[config.mk]
export PLATFORM = sky130hd
export DESIGN_NAME = streaming_kth_largest_top
export DESIGN_NICKNAME = d
export VERILOG_FILES = /design/src/hdl/kthl_pkg.sv /design/src/hdl/streaming_kth_largest_top.sv /design/src/hdl/kthl_cell.sv
export SDC_FILE = /design/constraint.sdc
export NUM_CORES = 2
export LEC_CHECK = 0
export ABC_AREA = 1
export BUFFER_PORTS_ARGS = -buffer_cell sky130_fd_sc_hd__buf_2
export CORE_UTILIZATION = 53
export CTS_BUF_LIST = sky130_fd_sc_hd__clkbuf_4 sky130_fd_sc_hd__clkbuf_8
export DETAILED_ROUTE_END_ITERATION = 8
export PLACE_DENSITY = 0.69
export SYNTH_ARGS = -nofsm -noshare
export SYNTH_HDL_FRONTEND = slang
export SYNTH_SLANG_ARGS = --single-unit
[constraint.sdc]
create_clock -name clk -period 33.1 [get_ports clk]
set_clock_uncertainty 0.15 [all_clocks]
set_input_delay 9.93 -clock clk [delete_from_list [all_inputs] [get_ports clk]]
set_output_delay 9.93 -clock clk [all_outputs]
set_load 0.02 [all_outputs]
[src/hdl/kthl_pkg.sv]
// Shared constants and types for the streaming k-th largest selector.
package kthl_pkg;

  // Number of kept entries (cells in the chain)
  localparam int MAX_RANK = 16;
  localparam int IDX_W    = (MAX_RANK > 1) ? $clog2(MAX_RANK) : 1;
  localparam int VAL_W    = 32;
  localparam int RANK_W   = 5;

  // Reset value of the rank register
  localparam logic [RANK_W-1:0] RANK_RST = RANK_W'(1);

  // What one cell hands to the cell below it
  typedef struct packed {
    logic                    take;   // new value lands at or above this cell
    logic                    valid;  // cell holds an entry
    logic signed [VAL_W-1:0] value;  // entry held
  } kthl_link_t;

  // Next contents of a cell, for the result select
  typedef struct packed {
    logic                    valid;
    logic signed [VAL_W-1:0] value;
  } kthl_entry_t;

endpackage

[src/hdl/streaming_kth_largest_top.sv]
// Top level of the streaming k-th largest selector: cell chain and ports.
//
// Accepts one signed 32-bit value per clock cycle while the output register
// is free or draining, and returns one registered result per value. The
// largest values of the current set sit in a chain of kthl_pkg::MAX_RANK cells
// kept in descending order; every cell compares the incoming value against
// its entry in the same cycle and either holds, takes the value, or takes its
// upper neighbor's entry, so insertion needs no search, whatever the position.
// The result carries the rank-th largest value (0 while fewer than rank
// values have arrived) with the enough flag on out_tuser. Rank 0 reads as
// 1 and a rank above the chain length reads as the last cell. An input with
// tlast ends the set: the chain empties right after that result. Input is
// taken whenever the output register is empty or being drained. Rank is
// written through cfg_* and should only change while no request is pending.
module streaming_kth_largest_top (
  input  logic                              clk,
  input  logic                              rst_n,
  // Configuration
  input  logic                              cfg_valid,
  output logic                              cfg_ready,
  input  logic [kthl_pkg::RANK_W-1:0]       cfg_data,    // rank
  // Input stream
  input  logic                              in_tvalid,
  output logic                              in_tready,
  input  logic [kthl_pkg::VAL_W-1:0]        in_tdata,    // [31:0] value
  input  logic                              in_tlast,
  // Result stream
  output logic                              out_tvalid,
  input  logic                              out_tready,
  output logic [kthl_pkg::VAL_W-1:0]        out_tdata,   // [31:0] kth_value
  output logic                              out_tuser    // [0] enough
);

  logic [kthl_pkg::RANK_W-1:0]        rank_r;
  logic [kthl_pkg::IDX_W-1:0]         ridx;
  logic                               in_acc;
  logic signed [kthl_pkg::VAL_W-1:0]  new_val;
  kthl_pkg::kthl_link_t               link  [0:kthl_pkg::MAX_RANK];
  kthl_pkg::kthl_entry_t              entry [0:kthl_pkg::MAX_RANK-1];
  logic [kthl_pkg::MAX_RANK-1:0]      valid_vec;
  logic                               res_enough;
  logic [kthl_pkg::VAL_W-1:0]         res_kth;
  logic                               out_valid_r;
  logic [kthl_pkg::VAL_W-1:0]         out_kth_r;
  logic                               out_enough_r;

  // Rank register, always writable
  assign cfg_ready = 1'b1;

  always_ff @(posedge clk) begin
    if (!rst_n) begin
      rank_r <= kthl_pkg::RANK_RST;
    end else if (cfg_valid && cfg_ready) begin
      rank_r <= cfg_data;
    end
  end

  // Clamp rank to the chain and turn it into a cell index
  always_comb begin
    if (rank_r == '0) begin
      ridx = '0;
    end else if (int'(rank_r) > kthl_pkg::MAX_RANK) begin
      ridx = kthl_pkg::IDX_W'(kthl_pkg::MAX_RANK - 1);
    end else begin
      ridx = kthl_pkg::IDX_W'(rank_r - kthl_pkg::RANK_W'(1));
    end
  end

  // Accept when the output register is free or draining
  assign in_tready = !out_valid_r || out_tready;
  assign in_acc    = in_tvalid && in_tready;
  assign new_val   = $signed(in_tdata);

  // Chain of cells; the top cell has no neighbor above
  assign link[0] = '0;

  for (genvar i = 0; i < kthl_pkg::MAX_RANK; i++) begin : g_cell
    kthl_cell u_cell (
      .clk     (clk),
      .rst_n   (rst_n),
      .en      (in_acc),
      .clr     (in_tlast),
      .new_val (new_val),
      .up      (link[i]),
      .down    (link[i+1]),
      .nxt     (entry[i])
    );
    assign valid_vec[i] = link[i+1].valid;
  end

  // Pick the rank-th entry of the updated list
  assign res_enough = entry[ridx].valid;
  assign res_kth    = res_enough ? entry[ridx].value : '0;

  // Output register
  always_ff @(posedge clk) begin
    if (!rst_n) begin
      out_valid_r <= 1'b0;
    end else if (in_acc) begin
      out_valid_r <= 1'b1;
    end else if (out_tready) begin
      out_valid_r <= 1'b0;
    end
  end

  always_ff @(posedge clk) begin
    if (in_acc) begin
      out_kth_r    <= res_kth;
      out_enough_r <= res_enough;
    end
  end

  assign out_tvalid = out_valid_r;
  assign out_tdata  = out_kth_r;
  assign out_tuser  = out_enough_r;

  // Occupied cells always form a prefix of the chain
  a_prefix: assert property (@(posedge clk) disable iff (!rst_n)
    ((valid_vec & (valid_vec + kthl_pkg::MAX_RANK'(1))) == '0))
    else $error("cell valid bits are not a prefix");

  // End of set empties the chain
  a_clear: assert property (@(posedge clk) disable iff (!rst_n)
    (in_acc && in_tlast) |=> (valid_vec == '0))
    else $error("chain not emptied after last request");

  // Any other accepted request leaves the top cell occupied
  a_fill: assert property (@(posedge clk) disable iff (!rst_n)
    (in_acc && !in_tlast) |=> valid_vec[0])
    else $error("top cell empty after insertion");

  // Every accepted request yields a pending result
  a_result: assert property (@(posedge clk) disable iff (!rst_n)
    in_acc |=> out_valid_r)
    else $error("result missing after accepted request");

  // Rank one always has an answer once a value is in
  a_rank1: assert property (@(posedge clk) disable iff (!rst_n)
    (in_acc && (ridx == '0)) |=> out_enough_r)
    else $error("maximum not reported as enough");

endmodule

[src/hdl/kthl_cell.sv]
// One cell of the sorted chain: holds one entry, compares and shifts.
module kthl_cell (
  input  logic                              clk,
  input  logic                              rst_n,
  input  logic                              en,       // request accepted
  input  logic                              clr,      // end of set
  input  logic signed [kthl_pkg::VAL_W-1:0] new_val,  // value being inserted
  input  kthl_pkg::kthl_link_t              up,       // from the cell above
  output kthl_pkg::kthl_link_t              down,     // to the cell below
  output kthl_pkg::kthl_entry_t             nxt       // contents after insert
);

  logic                              valid_r;
  logic signed [kthl_pkg::VAL_W-1:0] value_r;
  logic                              take;

  // Take the value if this slot is empty or the value beats the entry
  assign take = !valid_r || (new_val > value_r);

  assign down.take  = take;
  assign down.valid = valid_r;
  assign down.value = value_r;

  // Shift down from above, insert here, or hold
  always_comb begin
    nxt.valid = valid_r;
    nxt.value = value_r;
    if (take) begin
      if (up.take) begin
        nxt.valid = up.valid;
        nxt.value = up.value;
      end else begin
        nxt.valid = 1'b1;
        nxt.value = new_val;
      end
    end
  end

  // Entry register; value needs no reset since invalid entries are never read
  always_ff @(posedge clk) begin
    if (!rst_n) begin
      valid_r <= 1'b0;
    end else if (en) begin
      valid_r <= clr ? 1'b0 : nxt.valid;
    end
  end

  always_ff @(posedge clk) begin
    if (en) begin
      value_r <= nxt.value;
    end
  end

endmodule

======== Word level (Yosys, flattened, before mapping) ========
Cells that the tools add are included.
storage, ports and cells
  word-level logic and storage cells ...... 147
  output and inout port bits .............. 36
  bits in registers ....................... 567
  bits of input ports ..................... 43
cells by class
  reductions and logical operators ........ 37
  bitwise logic cells ..................... 1
  add/subtract/negate cells ............... 1
  multiplexer cells ....................... 54
  order comparisons ....................... 18
operators with widths
  cell                                                                 number
  33-bit two-way mux                                                   33
  32-bit > comparator                                                  16
  33-bit binary-select mux with 4-bit select                           1
  1-bit two-way mux                                                    18
  1-bit zero test                                                      17
  1-bit logical OR                                                     17
  4-bit two-way mux                                                    2
  5-bit >= comparator (second input constant)                          1
  5-bit > comparator (second input constant)                           1
  5-bit zero test                                                      1
  4-bit NOT with 5-bit output                                          1
  4-bit by 1-bit subtractor with 4-bit output (second input constant)  1
  2-bit nonzero test                                                   1
  1-bit logical AND                                                    1

======== Logic depth before layout (Yosys ltp) ========
  word-level depth ........................ 7
  gate-level depth with buffers ........... 28
  mapped depth without buffers ............ 26

======== Cells and area by module ========
Synthesis repeated with hierarchy kept, for this count alone.
unflattened totals
  cells, all modules ...................... 6,935
  area, all modules ....................... 48,909.4 um^2
by module, submodules not included
  module                            area an instance (um^2)  instances  seq. area each (um^2)  cells an instance
  kthl_cell (g_cell[0].u_cell ...)  2,561.2                  15         980.9                  333
  streaming_kth_largest_top         7,896.3                  1          1,111.1                1,606
  kthl_cell (g_cell[14].u_cell)     2,595.0                  1          980.9                  334

======== Worst setup path before layout ========
Ideal clock, no wire load.
  kind .................................... input to register
  start ................................... in out_tready
  end ..................................... reg g_cell[0].u_cell.value_r[0] (netlist bit) (enable)
  slack ................................... 11.211 ns
  data arrival time ....................... 20.849 ns
  buffers on the path ..................... 0
  stages .................................. 4
  setup time .............................. 0.890 ns
  required time ........................... 32.060 ns
  path through ............................ inv_1 -> nand2_1 -> nand2_1 -> inv_1
between the ends
  longest elaborated chain between the ends .. 2
ends and longest elaborated chain
  item                     line                             text
  from (decl)              streaming_kth_largest_top.sv:29  input logic out_tready,
  1-bit logical OR         streaming_kth_largest_top.sv:70  assign in_tready = !out_valid_r || out_tready;
  via in_tready            streaming_kth_largest_top.sv:24  output logic in_tready,
  1-bit logical AND        streaming_kth_largest_top.sv:71  assign in_acc = in_tvalid && in_tready;
  via g_cell[0].u_cell.en  kthl_cell.sv:5                   input logic en,
  to (signal assigned)     kthl_cell.sv:50                  value_r <= nxt.value;
  to (decl)                kthl_cell.sv:14                  logic signed [kthl_pkg::VAL_W-1:0] value_r;
The timed path passes the listed nets, and every way through them passes these cells.
A chain may end at the register's enable or synchronous reset.

======== Worst setup path after layout ========
  start ................................... in out_tready
  end ..................................... out in_tready
between the ends
  longest elaborated chain between the ends .. 1
ends and longest elaborated chain
  item              line
  1-bit logical OR  streaming_kth_largest_top.sv:70
  to (decl)         streaming_kth_largest_top.sv:24
No other way between the ends.

==> flow_summary_export.csv <==
group,metric,value,unit
yosys,ys_ff_latch,567,
die,die_area,95600,sq um
clocking,clockBufferDepth,3,
yosys,yosysUniqueCellTypes,42,
setup_path,start_kind,"input port",
flow_run,drv_cap,0,
grt,gr-total-overflow,0,
sta,grt_setup_unrepaired,"no",
sta,finalHoldViolCount,0,
die,initial_core_util,0.536,
setup_path,critPathTopFamily,"buffers and inverters",
yosys,ys.flop_type,"edfxtp_1",
sta,min_period_over_period,0.615,
setup_path,critPathMaxStageDelay,0.16,ns
setup_path,worstPathRequired,23.02,ns
detailed_routing,num_vias,46691,
yosys,synth_edf_count,545,
sta,slew_headroom,0.263,
yosys,synthCells,7022,
detailed_routing,via_per_inst,5.69,
sta,fin_setup_tns,0,ns
detailed_routing,ant_nets,0,
clocking,clock_latency,0.78,ns
power_and_ir_drop,p_total,2.16,mW
placed_design,gp_congestion,0.921,
clocking,cts_setup_buffers,0,
setup_path,cp-end-kind,"primary output",
detailed_routing,avgRoutedWirePerCell,17.7,microns
yosys,syn_nets,7578,
final_layout,area_growth,5.03,%
detailed_routing,drcViolationCount,0,
die,core,93300,sq um
clocking,clock-sinks,567,
hold_path,hp-class,"reg2reg",
placed_design,placed_area,50500,sq um
final_layout,layout-drive-gt1-share,0.0703,
power_and_ir_drop,ir_worst_vdd,0.0000315,V
yosys,synth_warnings,0,
sta,worst_pin_slew,1.11,ns
setup_path,cp_slowest_cell,"buf_2",
yosys,syn_avg_cell_area,7.12,sq um
clocking,cts_tree,"done",
final_layout,final_design_area_no_fill,52500,sq um
hold_path,hp-start,"g_cell[14].u_cell.valid_r",
die,num_rows,112,
power_and_ir_drop,cellLeakagePower,26.2,nW
setup_path,crit_path_max_fanout,3,
final_layout,fin_nets,7429,
yosys,synth_area,50000,sq um
sta,timing.hold.ws,0.334,ns
yosys,async_flop_share,0,
setup_path,timing.critical_path.from,"out_tready",
clocking,cts.clk_slew.worst_paths,0.06,ns
placed_design,portBuffers,77,
setup_path,crit_arrival,10.29,ns
sta,slew_viol_final,0,
setup_path,r2r_start,"out_tvalid",
power_and_ir_drop,power_density,41.2,nW/um^2
detailed_routing,first_pass_iters,6,
grt,grt_use_total,0.300,
die,io_pins,79,
grt,grt_max_degree,201,
grt,grt_pass1_wl,230000,microns
setup_path,path_buf_inv,3,
detailed_routing,wirelength,145000,microns
setup_path,crit_top_cell,"buf_2",
clocking,cts_made_buffers,108,
placed_design,detailed_place_hpwl,106000,microns
sta,fmax,49.1,MHz
clocking,holdBufCountCts,0,
sta,finalSetupViolCount,0,
outcome,status,"finished, final reports clean",
sta,fin_crit,20.37,ns
setup_path,crit_type,"in2out",
die,fp.dieH,309,microns
grt,grt_pass1_vias,44605,
die,die_width,309,microns
grt,grt_antenna_before_repair,2,
detailed_routing,drtIter0Drc,4210,
setup_path,cp_cell_sequence,"buf_2, inv_1, nand2_1, buf_2",
clocking,ctsRootBufferMaster,"clkbuf_8",
clocking,cts_max_level,3,
yosys,yosysSeqAreaShare,0.336,
clocking,cts_resized,0,
## cell usage after synthesis (14+ instances only)
| library cell | n | area share |
|---|---|---|
| nand3_2 | 47 | 0.0094 |
| buf_1 | 27 | 0.0020 |
| ha_1 | 513 | 0.13 |
| inv_1 | 727 | 0.055 |
| clkbuf_1 | 187 | 0.014 |
| buf_2 | 102 | 0.010 |
| dfxtp_1 | 22 | 0.0088 |
| buf_6 | 35 | 0.0079 |
| nand2_2 | 47 | 0.0059 |
| inv_2 | 17 | 0.0013 |
| nand2_1 | 2134 | 0.16 |
| o21a_1 | 26 | 0.0039 |
| nor2_1 | 157 | 0.012 |
| o21ai_0 | 65 | 0.0065 |
| buf_4 | 55 | 0.0083 |
| a21oi_1 | 243 | 0.024 |
| nand3_1 | 1927 | 0.19 |
| nand4_1 | 42 | 0.0053 |
| a21oi_2 | 31 | 0.0054 |
| nor3_1 | 14 | 0.0014 |
| edfxtp_1 | 545 | 0.33 |
## worst register-to-register path: stages, from the launching register on
cell,delay [ns]
dfxtp_1,0.30
nand2_1,0.09
nand2_1,0.57
inv_8,0.90
buf_4,0.93
buf_12,0.66
buf_4,0.97
buf_4,0.93
## cell families after synthesis
family | after synthesis | share of synthesized area
adder cells (fa/ha/maj) | 513 | 0.128
AND/OR/NAND/NOR | 4397 | 0.392
flip-flops | 567 | 0.336
other | 1 | 0.0000750
buffers and inverters | 1154 | 0.0993
AO/OA/AOI/OAI | 390 | 0.0438
## area by class of cell
| type | instances | area (sq um) |
|---|---|---|
| sequential | 567 | 16800 |
| fill | 8994 | 40800 |
| multi-input combinational | 5301 | 28300 |
| clock inverter | 42 | 218 |
| tap | 1254 | 1570 |
| antenna | 3 | 7.51 |
| timing repair buffer | 150 | 971 |
| clock buffer | 148 | 1830 |
| inverter | 745 | 2810 |
## through the flow
stage | std cells | util | setup WS [ns]
6_report | 8210 | 0.563 | 12.73
5_1_grt | 8210 | 0.563 | 12.69
4_1_cts | 8207 | 0.563 | 12.73
3_5_place_dp | 8017 | 0.541 | 12.73
3_3_place_gp | 8017 | 0.541 | 12.70
2_1_floorplan | 7022 | - | 11.21
## cell usage in the layout (no fill, tap or decap), types with 27 or more instances in the layout
master       n
ha_1       513
nand2_1   2128
clkinv_1    27
nand3_2     47
inv_1      723
nor2_1     157
clkbuf_8   115
nand2_2     53
clkbuf_4    33
buf_2       77
o21ai_0     65
edfxtp_1   545
a21oi_2     30
a21oi_1    243
nand3_1   1927
nand4_1     42
buf_4       70
## registers in the layout, summed over array words and instances (netlist names)
| name | count |
|---|---|
| g_cell.u_cell.value_r | 512 |
| g_cell.u_cell.valid_r | 16 |
| out_tuser | 1 |
| out_tvalid | 1 |
| out_tdata | 32 |
| rank_r | 5 |
## per-layer routing
layer / vias to the layer above / part of all wire / GRT usage
li1: 23340 / - / -
met1: 21427 / 0.43 / 0.397
met2: 1675 / 0.47 / 0.507
met3: 249 / 0.073 / 0.0343
met4: 0 / 0.029 / 0.104
met5: - / 0 / 0
## where the power goes
part	switching [mW]	internal (mW)	leakage (nW)
Combinational	0.413	0.176	19.6
Clock	0.330	0.361	1.07
Sequential	0.0260	0.856	5.47
## path summary, 6_finish.rpt
check / to / slack (ns) / cells past startpoint
max: in_tready / 12.73 / 4
min: g_cell[14].u_cell.valid_r / 0.33 / 2
max reg2reg: g_cell[3].u_cell.value_r[22] / 27.19 / 7
min reg2reg: g_cell[14].u_cell.valid_r / 0.33 / 2
No activity file was read; power rests on OpenSTA's default activity.
